--- config.mk ---
export PLATFORM = sky130hd
export DESIGN_NAME = modem_led_status_classifier
export DESIGN_NICKNAME = d
export VERILOG_FILES = /design/src/hw/rtl/mlsc_pkg.sv /design/src/hw/rtl/modem_led_status_classifier.sv /design/src/hw/rtl/mlsc_power.sv /design/src/hw/rtl/mlsc_link.sv
export SDC_FILE = /design/constraint.sdc
export NUM_CORES = 1
export LEC_CHECK = 0
export ABC_CLOCK_PERIOD_IN_PS = 4600
export BUFFER_PORTS_ARGS = -buffer_cell sky130_fd_sc_hd__buf_4
export CAP_MARGIN = 20
export CORE_MARGIN = 5
export CORE_UTILIZATION = 67
export CTS_BUF_LIST = sky130_fd_sc_hd__clkbuf_8
export DETAILED_ROUTE_END_ITERATION = 8
export HOLD_SLACK_MARGIN = 0.08
export PLACE_DENSITY = 0.89
export SETUP_SLACK_MARGIN = 0.5
export SYNTH_ARGS = -nofsm -noshare
export SYNTH_HDL_FRONTEND = slang
export SYNTH_SLANG_ARGS = --single-unit
--- constraint.sdc ---
create_clock -name clk -period 4.6 [get_ports clk]
set_input_delay 0.92 -clock clk [delete_from_list [all_inputs] [get_ports clk]]
set_output_delay 0.92 -clock clk [all_outputs]
set_load 0.02 [all_outputs]
--- src/hw/rtl/mlsc_pkg.sv ---
// Package: shared constants, types and helpers for the modem LED status classifier.
`default_nettype none
package mlsc_pkg;

    localparam int unsigned POWER_PRESCALE = 10;
    localparam int unsigned POWER_DEBOUNCE = 5;
    localparam int unsigned LINK_DEBOUNCE  = 3;
    localparam int unsigned LENGTH_LIMIT   = 1000;

    localparam int unsigned PRESCALE_W = 4;
    localparam int unsigned PWR_DB_W   = 3;
    localparam int unsigned LINK_DB_W  = 2;
    localparam int unsigned LEN_W      = 10;
    localparam int unsigned CFG_W      = 10;
    localparam int unsigned NUM_CFG    = 8;
    localparam int unsigned CFG_IDX_W  = 3;

    localparam logic [PRESCALE_W-1:0] PRESCALE_LAST = PRESCALE_W'(POWER_PRESCALE - 1);
    localparam logic [PWR_DB_W-1:0]   PWR_DB_MAX    = PWR_DB_W'(POWER_DEBOUNCE);
    localparam logic [LINK_DB_W-1:0]  LINK_DB_MAX   = LINK_DB_W'(LINK_DEBOUNCE);
    localparam logic [LEN_W-1:0]      LEN_MAX       = LEN_W'(LENGTH_LIMIT);

    // register indexes
    localparam logic [CFG_IDX_W-1:0] CFG_ON_MIN       = 3'd0;
    localparam logic [CFG_IDX_W-1:0] CFG_ON_MAX       = 3'd1;
    localparam logic [CFG_IDX_W-1:0] CFG_UNLINKED_MIN = 3'd2;
    localparam logic [CFG_IDX_W-1:0] CFG_UNLINKED_MAX = 3'd3;
    localparam logic [CFG_IDX_W-1:0] CFG_LINKED_MIN   = 3'd4;
    localparam logic [CFG_IDX_W-1:0] CFG_LINKED_MAX   = 3'd5;
    localparam logic [CFG_IDX_W-1:0] CFG_GPRS_MIN     = 3'd6;
    localparam logic [CFG_IDX_W-1:0] CFG_GPRS_MAX     = 3'd7;

    localparam logic [CFG_W-1:0] CFG_RESET [NUM_CFG] = '{
        10'd4, 10'd8, 10'd70, 10'd90, 10'd250, 10'd350, 10'd25, 10'd35
    };

    // link status codes
    localparam logic [1:0] LS_UNKNOWN  = 2'd0;
    localparam logic [1:0] LS_UNLINKED = 2'd1;
    localparam logic [1:0] LS_LINKED   = 2'd2;
    localparam logic [1:0] LS_GPRS     = 2'd3;

    // modem status codes
    localparam logic [2:0] MS_POWER_OFF    = 3'd0;
    localparam logic [2:0] MS_UNCLASSIFIED = 3'd4;

    typedef struct packed {
        logic [CFG_W-1:0] on_min;
        logic [CFG_W-1:0] on_max;
        logic [CFG_W-1:0] unlinked_min;
        logic [CFG_W-1:0] unlinked_max;
        logic [CFG_W-1:0] linked_min;
        logic [CFG_W-1:0] linked_max;
        logic [CFG_W-1:0] gprs_min;
        logic [CFG_W-1:0] gprs_max;
    } link_win_t;

    function automatic logic in_window(
        input logic [LEN_W-1:0] v,
        input logic [CFG_W-1:0] lo,
        input logic [CFG_W-1:0] hi
    );
        return (v > lo) && (v < hi);
    endfunction

endpackage
`default_nettype wire

--- src/hw/rtl/modem_led_status_classifier.sv ---
// Top level: input register, power and link units, config registers, result register.
// A request passes from the input register through the power and link units to the result register.
// Throughput: one request per cycle; the input and result registers stall together.
// Each request updates the power and link state in one pass of short logic.
// Reset clears the control and classifier state: power off, link unknown, windows at their default values.
// No clearing pass is needed after reset.
`default_nettype none
module modem_led_status_classifier (
    input  wire logic                              clk,
    input  wire logic                              rst_n,
    input  wire logic                              in_valid,
    output logic                                   in_ready,
    input  wire logic                              power_led_lit,
    input  wire logic                              link_led_lit,
    output logic                                   out_valid,
    input  wire logic                              out_ready,
    output logic [2:0]                             modem_status,
    output logic [1:0]                             link_status,
    output logic                                   power_on,
    input  wire logic                              cfg_wr_en,
    input  wire logic [mlsc_pkg::CFG_IDX_W-1:0]    cfg_index,
    input  wire logic [mlsc_pkg::CFG_W-1:0]        cfg_wdata
);

    logic [mlsc_pkg::CFG_W-1:0] cfg_reg [mlsc_pkg::NUM_CFG];
    mlsc_pkg::link_win_t        win;

    logic       in_vld_reg;
    logic       pwr_lit_reg;
    logic       lnk_lit_reg;
    logic       out_vld_reg;
    logic [2:0] modem_status_reg, modem_status_next;
    logic [1:0] link_status_reg;
    logic       power_on_reg;
    logic       advance;
    logic       step;
    logic       power_next;
    logic [1:0] link_next;

    assign advance  = !out_vld_reg || out_ready;
    assign in_ready = !in_vld_reg || advance;
    assign step     = in_vld_reg && advance;

    always_ff @(posedge clk or negedge rst_n)
    begin
        if (!rst_n)
        begin
            for (int i = 0; i < mlsc_pkg::NUM_CFG; i++)
                cfg_reg[i] <= mlsc_pkg::CFG_RESET[i];
        end
        else if (cfg_wr_en)
        begin
            cfg_reg[cfg_index] <= cfg_wdata;
        end
    end

    always_comb
    begin
        win.on_min       = cfg_reg[mlsc_pkg::CFG_ON_MIN];
        win.on_max       = cfg_reg[mlsc_pkg::CFG_ON_MAX];
        win.unlinked_min = cfg_reg[mlsc_pkg::CFG_UNLINKED_MIN];
        win.unlinked_max = cfg_reg[mlsc_pkg::CFG_UNLINKED_MAX];
        win.linked_min   = cfg_reg[mlsc_pkg::CFG_LINKED_MIN];
        win.linked_max   = cfg_reg[mlsc_pkg::CFG_LINKED_MAX];
        win.gprs_min     = cfg_reg[mlsc_pkg::CFG_GPRS_MIN];
        win.gprs_max     = cfg_reg[mlsc_pkg::CFG_GPRS_MAX];
    end

    always_ff @(posedge clk or negedge rst_n)
    begin
        if (!rst_n)
            in_vld_reg <= 1'b0;
        else if (in_ready)
            in_vld_reg <= in_valid;
    end

    always_ff @(posedge clk)
    begin
        if (in_ready && in_valid)
        begin
            pwr_lit_reg <= power_led_lit;
            lnk_lit_reg <= link_led_lit;
        end
    end

    mlsc_power u_power (
        .clk        (clk),
        .rst_n      (rst_n),
        .en         (step),
        .lit        (pwr_lit_reg),
        .power_next (power_next)
    );

    mlsc_link u_link (
        .clk       (clk),
        .rst_n     (rst_n),
        .en        (step),
        .lit       (lnk_lit_reg),
        .win       (win),
        .link_next (link_next)
    );

    always_comb
    begin
        if (!power_next)
            modem_status_next = mlsc_pkg::MS_POWER_OFF;
        else if (link_next == mlsc_pkg::LS_UNKNOWN)
            modem_status_next = mlsc_pkg::MS_UNCLASSIFIED;
        else
            modem_status_next = {1'b0, link_next};
    end

    always_ff @(posedge clk or negedge rst_n)
    begin
        if (!rst_n)
            out_vld_reg <= 1'b0;
        else if (advance)
            out_vld_reg <= in_vld_reg;
    end

    always_ff @(posedge clk)
    begin
        if (step)
        begin
            modem_status_reg <= modem_status_next;
            link_status_reg  <= link_next;
            power_on_reg     <= power_next;
        end
    end

    assign out_valid    = out_vld_reg;
    assign modem_status = modem_status_reg;
    assign link_status  = link_status_reg;
    assign power_on     = power_on_reg;

`ifndef NO_ASSERTIONS
    a_off_status: assert property (@(posedge clk) disable iff (!rst_n)
        (out_vld_reg && !power_on_reg) |-> (modem_status_reg == mlsc_pkg::MS_POWER_OFF))
        else $error("power off but modem status not off");
    a_unknown_status: assert property (@(posedge clk) disable iff (!rst_n)
        (out_vld_reg && power_on_reg && (link_status_reg == mlsc_pkg::LS_UNKNOWN))
            |-> (modem_status_reg == mlsc_pkg::MS_UNCLASSIFIED))
        else $error("unknown link not reported as unknown");
    a_input_held: assert property (@(posedge clk) disable iff (!rst_n)
        (in_vld_reg && !advance) |=> (in_vld_reg && $stable(pwr_lit_reg)
            && $stable(lnk_lit_reg)))
        else $error("input register lost a stalled request");
`endif

endmodule
`default_nettype wire

--- src/hw/rtl/mlsc_power.sv ---
// Power LED prescaler and up/down debounce giving the power state.
`default_nettype none
module mlsc_power (
    input  wire logic clk,
    input  wire logic rst_n,
    input  wire logic en,
    input  wire logic lit,
    output logic      power_next
);

    logic [mlsc_pkg::PRESCALE_W-1:0] prescale_reg, prescale_next;
    logic [mlsc_pkg::PWR_DB_W-1:0]   debounce_reg, debounce_next;
    logic                            power_reg;

    always_comb
    begin
        prescale_next = prescale_reg + 1'b1;
        debounce_next = debounce_reg;
        power_next    = power_reg;
        if (prescale_reg >= mlsc_pkg::PRESCALE_LAST)
        begin
            prescale_next = '0;
            if (lit)
            begin
                if (debounce_reg < mlsc_pkg::PWR_DB_MAX)
                    debounce_next = debounce_reg + 1'b1;
                else
                    power_next = 1'b1;
            end
            else
            begin
                if (debounce_reg != '0)
                    debounce_next = debounce_reg - 1'b1;
                else
                    power_next = 1'b0;
            end
        end
    end

    always_ff @(posedge clk or negedge rst_n)
    begin
        if (!rst_n)
        begin
            prescale_reg <= '0;
            debounce_reg <= '0;
            power_reg    <= 1'b0;
        end
        else if (en)
        begin
            prescale_reg <= prescale_next;
            debounce_reg <= debounce_next;
            power_reg    <= power_next;
        end
    end

endmodule
`default_nettype wire

--- src/hw/rtl/mlsc_link.sv ---
// Link LED edge debounce, lit/dark length counters and blink classification.
`default_nettype none
module mlsc_link (
    input  wire logic                clk,
    input  wire logic                rst_n,
    input  wire logic                en,
    input  wire logic                lit,
    input  wire mlsc_pkg::link_win_t win,
    output logic [1:0]               link_next
);

    logic [mlsc_pkg::LINK_DB_W-1:0] rise_reg, rise_next;
    logic [mlsc_pkg::LINK_DB_W-1:0] fall_reg, fall_next;
    logic [mlsc_pkg::LEN_W-1:0]     lit_len_reg, lit_len_next;
    logic [mlsc_pkg::LEN_W-1:0]     dark_len_reg, dark_len_next;
    logic [mlsc_pkg::LEN_W-1:0]     last_lit_reg, last_lit_next;
    logic [1:0]                     link_reg;
    logic [1:0]                     class_code;

    always_comb
    begin
        if (mlsc_pkg::in_window(dark_len_reg, win.unlinked_min, win.unlinked_max))
            class_code = mlsc_pkg::LS_UNLINKED;
        else if (mlsc_pkg::in_window(dark_len_reg, win.linked_min, win.linked_max))
            class_code = mlsc_pkg::LS_LINKED;
        else if (mlsc_pkg::in_window(dark_len_reg, win.gprs_min, win.gprs_max))
            class_code = mlsc_pkg::LS_GPRS;
        else
            class_code = mlsc_pkg::LS_UNKNOWN;
    end

    always_comb
    begin
        rise_next     = rise_reg;
        fall_next     = fall_reg;
        lit_len_next  = lit_len_reg;
        dark_len_next = dark_len_reg;
        last_lit_next = last_lit_reg;
        link_next     = link_reg;
        if (lit)
        begin
            fall_next = '0;
            if (rise_reg < mlsc_pkg::LINK_DB_MAX)
            begin
                rise_next = rise_reg + 1'b1;
                if (rise_next == mlsc_pkg::LINK_DB_MAX)
                begin
                    // qualified rising edge
                    if (mlsc_pkg::in_window(last_lit_reg, win.on_min, win.on_max))
                        link_next = class_code;
                    dark_len_next = '0;
                end
            end
            if (lit_len_reg < mlsc_pkg::LEN_MAX)
                lit_len_next = lit_len_reg + 1'b1;
        end
        else
        begin
            rise_next = '0;
            if (fall_reg < mlsc_pkg::LINK_DB_MAX)
            begin
                fall_next = fall_reg + 1'b1;
                if (fall_next == mlsc_pkg::LINK_DB_MAX)
                begin
                    last_lit_next = lit_len_reg;
                    lit_len_next  = '0;
                end
            end
            if (dark_len_reg < mlsc_pkg::LEN_MAX)
                dark_len_next = dark_len_reg + 1'b1;
        end
    end

    always_ff @(posedge clk or negedge rst_n)
    begin
        if (!rst_n)
        begin
            rise_reg     <= '0;
            fall_reg     <= '0;
            lit_len_reg  <= '0;
            dark_len_reg <= '0;
            last_lit_reg <= '0;
            link_reg     <= mlsc_pkg::LS_UNKNOWN;
        end
        else if (en)
        begin
            rise_reg     <= rise_next;
            fall_reg     <= fall_next;
            lit_len_reg  <= lit_len_next;
            dark_len_reg <= dark_len_next;
            last_lit_reg <= last_lit_next;
            link_reg     <= link_next;
        end
    end

`ifndef NO_ASSERTIONS
    a_one_debounce_active: assert property (@(posedge clk) disable iff (!rst_n)
        (rise_reg == '0) || (fall_reg == '0))
        else $error("rise and fall debounce both active");
    a_lengths_bounded: assert property (@(posedge clk) disable iff (!rst_n)
        (lit_len_reg <= mlsc_pkg::LEN_MAX) && (dark_len_reg <= mlsc_pkg::LEN_MAX))
        else $error("length counter beyond limit");
    a_link_only_on_rise: assert property (@(posedge clk) disable iff (!rst_n)
        (en && (link_next != link_reg)) |=>
            (rise_reg == mlsc_pkg::LINK_DB_MAX) && (dark_len_reg == '0))
        else $error("link state changed outside a qualified rising edge");
`endif

endmodule
`default_nettype wire
# [Word-level counts from Yosys, hierarchy flattened]
# Cells that the tools add are included.
[word_totals] regBits=134 word_cells=112 input_bits=20 ramBits=0 memories=0 latchBits=0 rom_bits=0 output_inout_bits=8
[classes] eq_ne=6 bitwise_logic=3 mul=0 n_div=0 n_shift=0 reduce_logical=24 addsub=7 n_mux=31 order_cmp=16
[op_table] cell="2-to-1 mux 10 bit" count=9
[op_table] cell="bitwise mux 80 bit" count=1
[op_table] cell="> comparator 10 bit" count=4
[op_table] cell="less-than comparator 10 bit" count=4
[op_table] cell="demux 10 bit (select 3 bit)" count=1
[op_table] cell="2-to-1 mux 2 bit" count=11
[op_table] cell="adder 10 x 1 -> 10 bit, second input constant" count=2
[op_table] cell="less-than comparator 10 bit, second input constant" count=2
[op_table] cell="AND reduction 4 bit" count=4
[op_table] cell="2-to-1 mux 3 bit" count=4
[op_table] cell=">= comparator 4 bit, second input constant" count=2
[op_table] cell="inequality test 2 x 1 -> 1 bit, second input constant" count=4
[op_table] cell="nonzero test 2 bit" count=4
[op_table] cell="logical AND 1 bit" count=7
[op_table] cell="adder 2 x 1 -> 2 bit, second input constant" count=2
[op_table] cell="adder 4 x 1 -> 4 bit, second input constant" count=1
[op_table] cell="== test 2 bit, second input constant" count=2
[op_table] cell="less-than comparator 2 bit, second input constant" count=2
[op_table] cell="less-than comparator 4 x 1 -> 1 bit, second input constant" count=1
[op_table] cell="2-to-1 mux 1 bit" count=4
[op_table] cell="2-to-1 mux 4 bit" count=1
[op_table] cell="NOT 3 -> 4 bit" count=1
[op_table] cell="AND reduction 2 bit" count=2
[op_table] cell="adder 3 x 1 -> 3 bit, second input constant" count=1
[op_table] cell="other kinds (8)" count=11

# [Depth between registers and ports, before layout]
[depth] depth_word=11 ltp_mapped=9 ltp_nobuf=9

# [By module]
# A second synthesis with hierarchy kept.
[hier_totals] cells_unflattened=675 area_unflattened_um2=7757.4
[by_module_without_submodules] mod="mlsc_link" area_per_inst_um2=3669.8 seq_area_each_um2=900.9 n_inst=1 cells_per_inst=420
[by_module_without_submodules] mod="modem_led_status_classifier" area_per_inst_um2=3545.9 seq_area_each_um2=2326.0 n_inst=1 cells_per_inst=194
[by_module_without_submodules] mod="mlsc_power" area_per_inst_um2=541.8 seq_area_each_um2=200.2 n_inst=1 cells_per_inst=61

# [Worst setup path before layout]
# OpenSTA, ideal clock, no wires.
[synth_path] path_type="register -> register" startpoint="register cfg_reg[31] (netlist bit)" endpoint="register modem_status_reg[1], in the netlist modem_status[1], data pin" setup_time_ns=0.255 n_path_buf=0 required_ns=4.345 slack_ns=2.259 t_arrival_ns=2.087 period_less_slack_ns=2.341 stages_incl_launch_ff=10 path_cell_list="dfstp_2 -> inv_1 -> ha_1 -> nor2b_1 -> o211ai_1 -> a211oi_1 -> a2111oi_1 -> a2bb2oi_1 -> o22ai_2 -> and2_1"
[synth_between] elab_chain_len=10
[synth_rtl] item="start: declaration" line_no="modem_led_status_classifier.sv:25" text="logic [mlsc_pkg::CFG_W-1:0] cfg_reg [mlsc_pkg::NUM_CFG];"
[synth_rtl] item="start signal: indexed assignment" line_no="modem_led_status_classifier.sv:49" text="cfg_reg[i] <= mlsc_pkg::CFG_RESET[i];"
[synth_rtl] item="start signal: indexed assignment" line_no="modem_led_status_classifier.sv:53" text="cfg_reg[cfg_index] <= cfg_wdata;"
[synth_rtl] item="> comparator 10 bit (*)" line_no="mlsc_pkg.sv:63" text="return (v > lo) && (v < hi);"
[synth_rtl] item="logical AND 1 bit (*)" line_no="mlsc_pkg.sv:63"
[synth_rtl] item="2-to-1 mux 2 bit (*)" line_no="mlsc_link.sv:24" text="else if (mlsc_pkg::in_window(dark_len_reg, win.linked_min, win.linked_max))"
[synth_rtl] item="2-to-1 mux 2 bit (*)" line_no="mlsc_link.sv:22" text="if (mlsc_pkg::in_window(dark_len_reg, win.unlinked_min, win.unlinked_max))"
[synth_rtl] item="2-to-1 mux 2 bit (*)" line_no="mlsc_link.sv:49" text="if (mlsc_pkg::in_window(last_lit_reg, win.on_min, win.on_max))"
[synth_rtl] item="2-to-1 mux 2 bit (*)" line_no="mlsc_link.sv:46" text="if (rise_next == mlsc_pkg::LINK_DB_MAX)"
[synth_rtl] item="2-to-1 mux 2 bit (*)" line_no="mlsc_link.sv:43" text="if (rise_reg < mlsc_pkg::LINK_DB_MAX)"
[synth_rtl] item="2-to-1 mux 2 bit (*)" line_no="mlsc_link.sv:40" text="if (lit)"
[synth_rtl] item="via link_next[1]" line_no="modem_led_status_classifier.sv:38" text="logic [1:0] link_next;"
[synth_rtl] item="logical NOT 2 bit" line_no="modem_led_status_classifier.sv:107" text="else if (link_next == mlsc_pkg::LS_UNKNOWN)"
[synth_rtl] item="OR reduction 2 bit (no line)"
[synth_rtl] item="end signal: assignment" line_no="modem_led_status_classifier.sv:125" text="modem_status_reg <= modem_status_next;"
[synth_rtl] item="end: declaration" line_no="modem_led_status_classifier.sv:32" text="logic [2:0] modem_status_reg, modem_status_next;"
# The timed path passes the listed nets; every way through them passes the cells marked *.
# A chain may end at the register's enable or synchronous reset.

# [Worst setup path in the final report]
[layout_path] startpoint="register u_link.dark_len_reg[1] (netlist bit)" endpoint="register modem_status_reg[1], in the netlist modem_status[1], data pin"
[layout_between] elab_chain_len=11 elab_cells_between_ends=18 classes_between="order compare: 6; mux: 7; reduce/logical: 5"
[layout_rtl] item="start: declaration" line_no="mlsc_link.sv:15" text="logic [mlsc_pkg::LEN_W-1:0] dark_len_reg, dark_len_next;"
[layout_rtl] item="start signal: assignment" line_no="mlsc_link.sv:90" text="dark_len_reg <= dark_len_next;"
[layout_rtl] item="> comparator 10 bit / less-than comparator 10 bit (equally long branches)" line_no="mlsc_pkg.sv:63"
[layout_rtl] item="logical AND 1 bit" line_no="mlsc_pkg.sv:63"
[layout_rtl] item="2-to-1 mux 2 bit" line_no="mlsc_link.sv:26" text="else if (mlsc_pkg::in_window(dark_len_reg, win.gprs_min, win.gprs_max))"
[layout_rtl] item="2-to-1 mux 2 bit" line_no="mlsc_link.sv:24"
[layout_rtl] item="2-to-1 mux 2 bit (*)" line_no="mlsc_link.sv:22"
[layout_rtl] item="2-to-1 mux 2 bit (*)" line_no="mlsc_link.sv:49"
[layout_rtl] item="2-to-1 mux 2 bit (*)" line_no="mlsc_link.sv:46"
[layout_rtl] item="2-to-1 mux 2 bit (*)" line_no="mlsc_link.sv:43"
[layout_rtl] item="2-to-1 mux 2 bit (*)" line_no="mlsc_link.sv:40"
[layout_rtl] item="via link_next[1]" line_no="modem_led_status_classifier.sv:38"
[layout_rtl] item="logical NOT 2 bit" line_no="modem_led_status_classifier.sv:107"
[layout_rtl] item="OR reduction 2 bit (no line)"
# Marks and branches as above.

==> reports/metrics.csv <==
metric,value,unit
status,"finished, final reports clean",
ys_top_cells_by_area,"dfrtp_1 (33%), ha_1 (14%), dfstp_2 (9.5%)",
place_congestion,0.826,
layout_min_cycle_time,2830,ps
ys.flop_type,dfrtp_1,
critPathMaxFanout,9,
ff2ff_path_depth,8,
cts_tree,built,
rrSetupSlack,1770,ps
design.die.area,13300,um2
cpMaxStageDelayCell,dfrtp_1,
core_area,10800,um2
drt-initial-drc-count,395,
post-dp-hpwl,11300,um
wl_per_cell,18.5,um
clock_latency,460,ps
avgSynthCellArea,10.6,um2
syn_inst,699,
slowest_delay,610,ps
yosysTopAreaCell,dfrtp_1,
syn_to_final_growth,11.4,%
worstMarginPinSlew,1050,ps
grt_use_met1,0.317,
place_area,7780,um2
fp.dieH,115,um
synthArstFlopShare,0.940,
overflow,0,
grt_max_degree,85,
worst-path-stages,8,
cts_resized,0,
netlist_area,7430,um2
grt_pass1_vias,5762,
relSlewSlack,0.294,
antenna_found_initial,0,
largest_register_ffs,80,
h-tree-depth,4,
clock.fmax,353,MHz
vias_per_cell,6.01,
crit_start,u_link.dark_len_reg[1],
path_class,reg2reg,
fin_setup_tns,0,ps
drive_gt1_frac,0.219,
drv_slew,0,
die_w,115,um
grt_use_met3,0.0600,
maxCapViolCount,0,
clockRootBuffer,clkbuf_8,
multi_input_comb_area,3620,um2
crit_chain,"ha_1, nor2b_1, o211ai_1, a211oi_1, a2111oi_1, a2bb2oi_1, o22ai_2, and2_1",
hold_viol_final,0,
rsz0062_at_grt,no,
synth_top_area_frac,0.333,
ys_seq_elements,134,
cts_hold_buffers,0,
grt_pass1_wl,27600,um
synth_cell_types,57,
yosysWarnings,0,
finalCritPeriodShare,0.616,
synth_fp_nets,805,
clock_sinks,134,
clockBufferDepth,2,
crit_family,compound AO/OA/AOI/OAI gates,
skew,10.5,ps
cp.arrival,3050,ps
fin_area,8280,um2
required,4810,ps
io_pins,28,
nFillCells,659,
ir_worst_vdd,0.286,mV
start_util,0.686,
first_pass_iters,5,
p_leak,3.99,nW
use_met2,0.474,
track_usage,0.269,
yosysSeqAreaShare,0.461,
busiest_layer,met2,
antenna_cells,0,
cp-end-kind,register,
portBuffers,27,
startpoint_type,register,
hold_path.class,in2async,
p_per_area,483,nW/um2
worstReg2RegStart,u_link.dark_len_reg[1],
row_count,38,
ant_nets,0,
cts_buffers,17,
wirelength,16400,um
routed-via-count,5335,
drc,0,
nets,841,
clk_pin_slew,70,ps
synth_edf_count,8,
layout.area.seq,3430,um2
crit_buf_inv,0,
setup_violations,0,
cts_setup_buffers,0,
-- report_power, final --
| group | internal, mW | leakage (nW) | switching (mW) |
|---|---|---|---|
| sequential | 1.48 | 1.60 | 0.239 |
| clock | 0.710 | 0.237 | 0.465 |
| combinational | 0.504 | 2.16 | 0.597 |
-- cell usage after synthesis, drive strengths merged (3+ instances only) --
cell     instances
nand3            9
nand2           61
nor2            33
a21oi           26
nor2b            7
nand4b           3
o21ai           53
o2111ai          3
dfstp           27
and4             4
a21o            16
dfrtp           99
nor3            16
inv             87
nand2b           8
a211oi           5
edfxtp           8
a2111oi          3
o21a             4
xnor2            6
mux2            56
nand4           14
xor2             9
and2             7
ha              85
mux2i            3
o211ai           8
clkbuf          12
-- layout by cell type (no fill, tap or decap), types with 9 or more instances in the layout --
master,Yosys,final
a21o_1,15,15
a21oi_1,25,25
buf_4,0,30
clkbuf_8,0,18
dfrtp_1,99,99
dfstp_2,27,27
ha_1,85,85
inv_1,87,88
mux2_2,56,56
nand2_1,61,61
nand3_1,9,9
nand4_1,14,14
nor2_1,33,33
nor3_1,13,13
o21ai_0,52,52
xor2_1,9,9
-- per-stage QoR --
stage	setup WS, ps	util	hold WS [ps]	power [mW]	std cells
2_1_floorplan	2260	-	457	2.45	699
3_3_place_gp	1750	0.717	465	2.68	855
3_5_place_dp	1680	0.717	486	2.80	855
4_1_cts	1810	0.761	503	4.00	887
5_1_grt	1620	0.764	383	4.24	888
6_report	1770	0.764	378	4.00	888
-- layout make-up --
class,count,area share
clock buffer,18,0.0299
clock inverter,14,0.0276
inverter,87,0.0394
multi-input combinational,464,0.438
sequential,134,0.414
tap,140,0.0212
timing repair buffer,31,0.0305
-- cell families after synthesis --
group	after synthesis	synth area share
buffers and inverters	101	0.0513
AO/OA/AOI/OAI	135	0.122
adder cells (fa/ha/maj)	86	0.146
XOR/XNOR	15	0.0177
flip-flops	134	0.461
AND/OR/NAND/NOR	169	0.113
multiplexers	59	0.0889
-- final timing paths --
check	endpoint
max	modem_status[1]
min	cfg_reg[62]
max reg2reg	modem_status[1]
min reg2reg	out_valid
max in group asynchronous	cfg_reg[21]
min in group clk	out_valid
-- metal layers --
layer | vias to the layer above | routed length [um]
met5 | - | 0
met2 | 148 | 8470
met4 | 0 | 541
li1 | 2503 | -
met1 | 2629 | 6450
met3 | 55 | 984
Power figures use the tool's default switching activity.
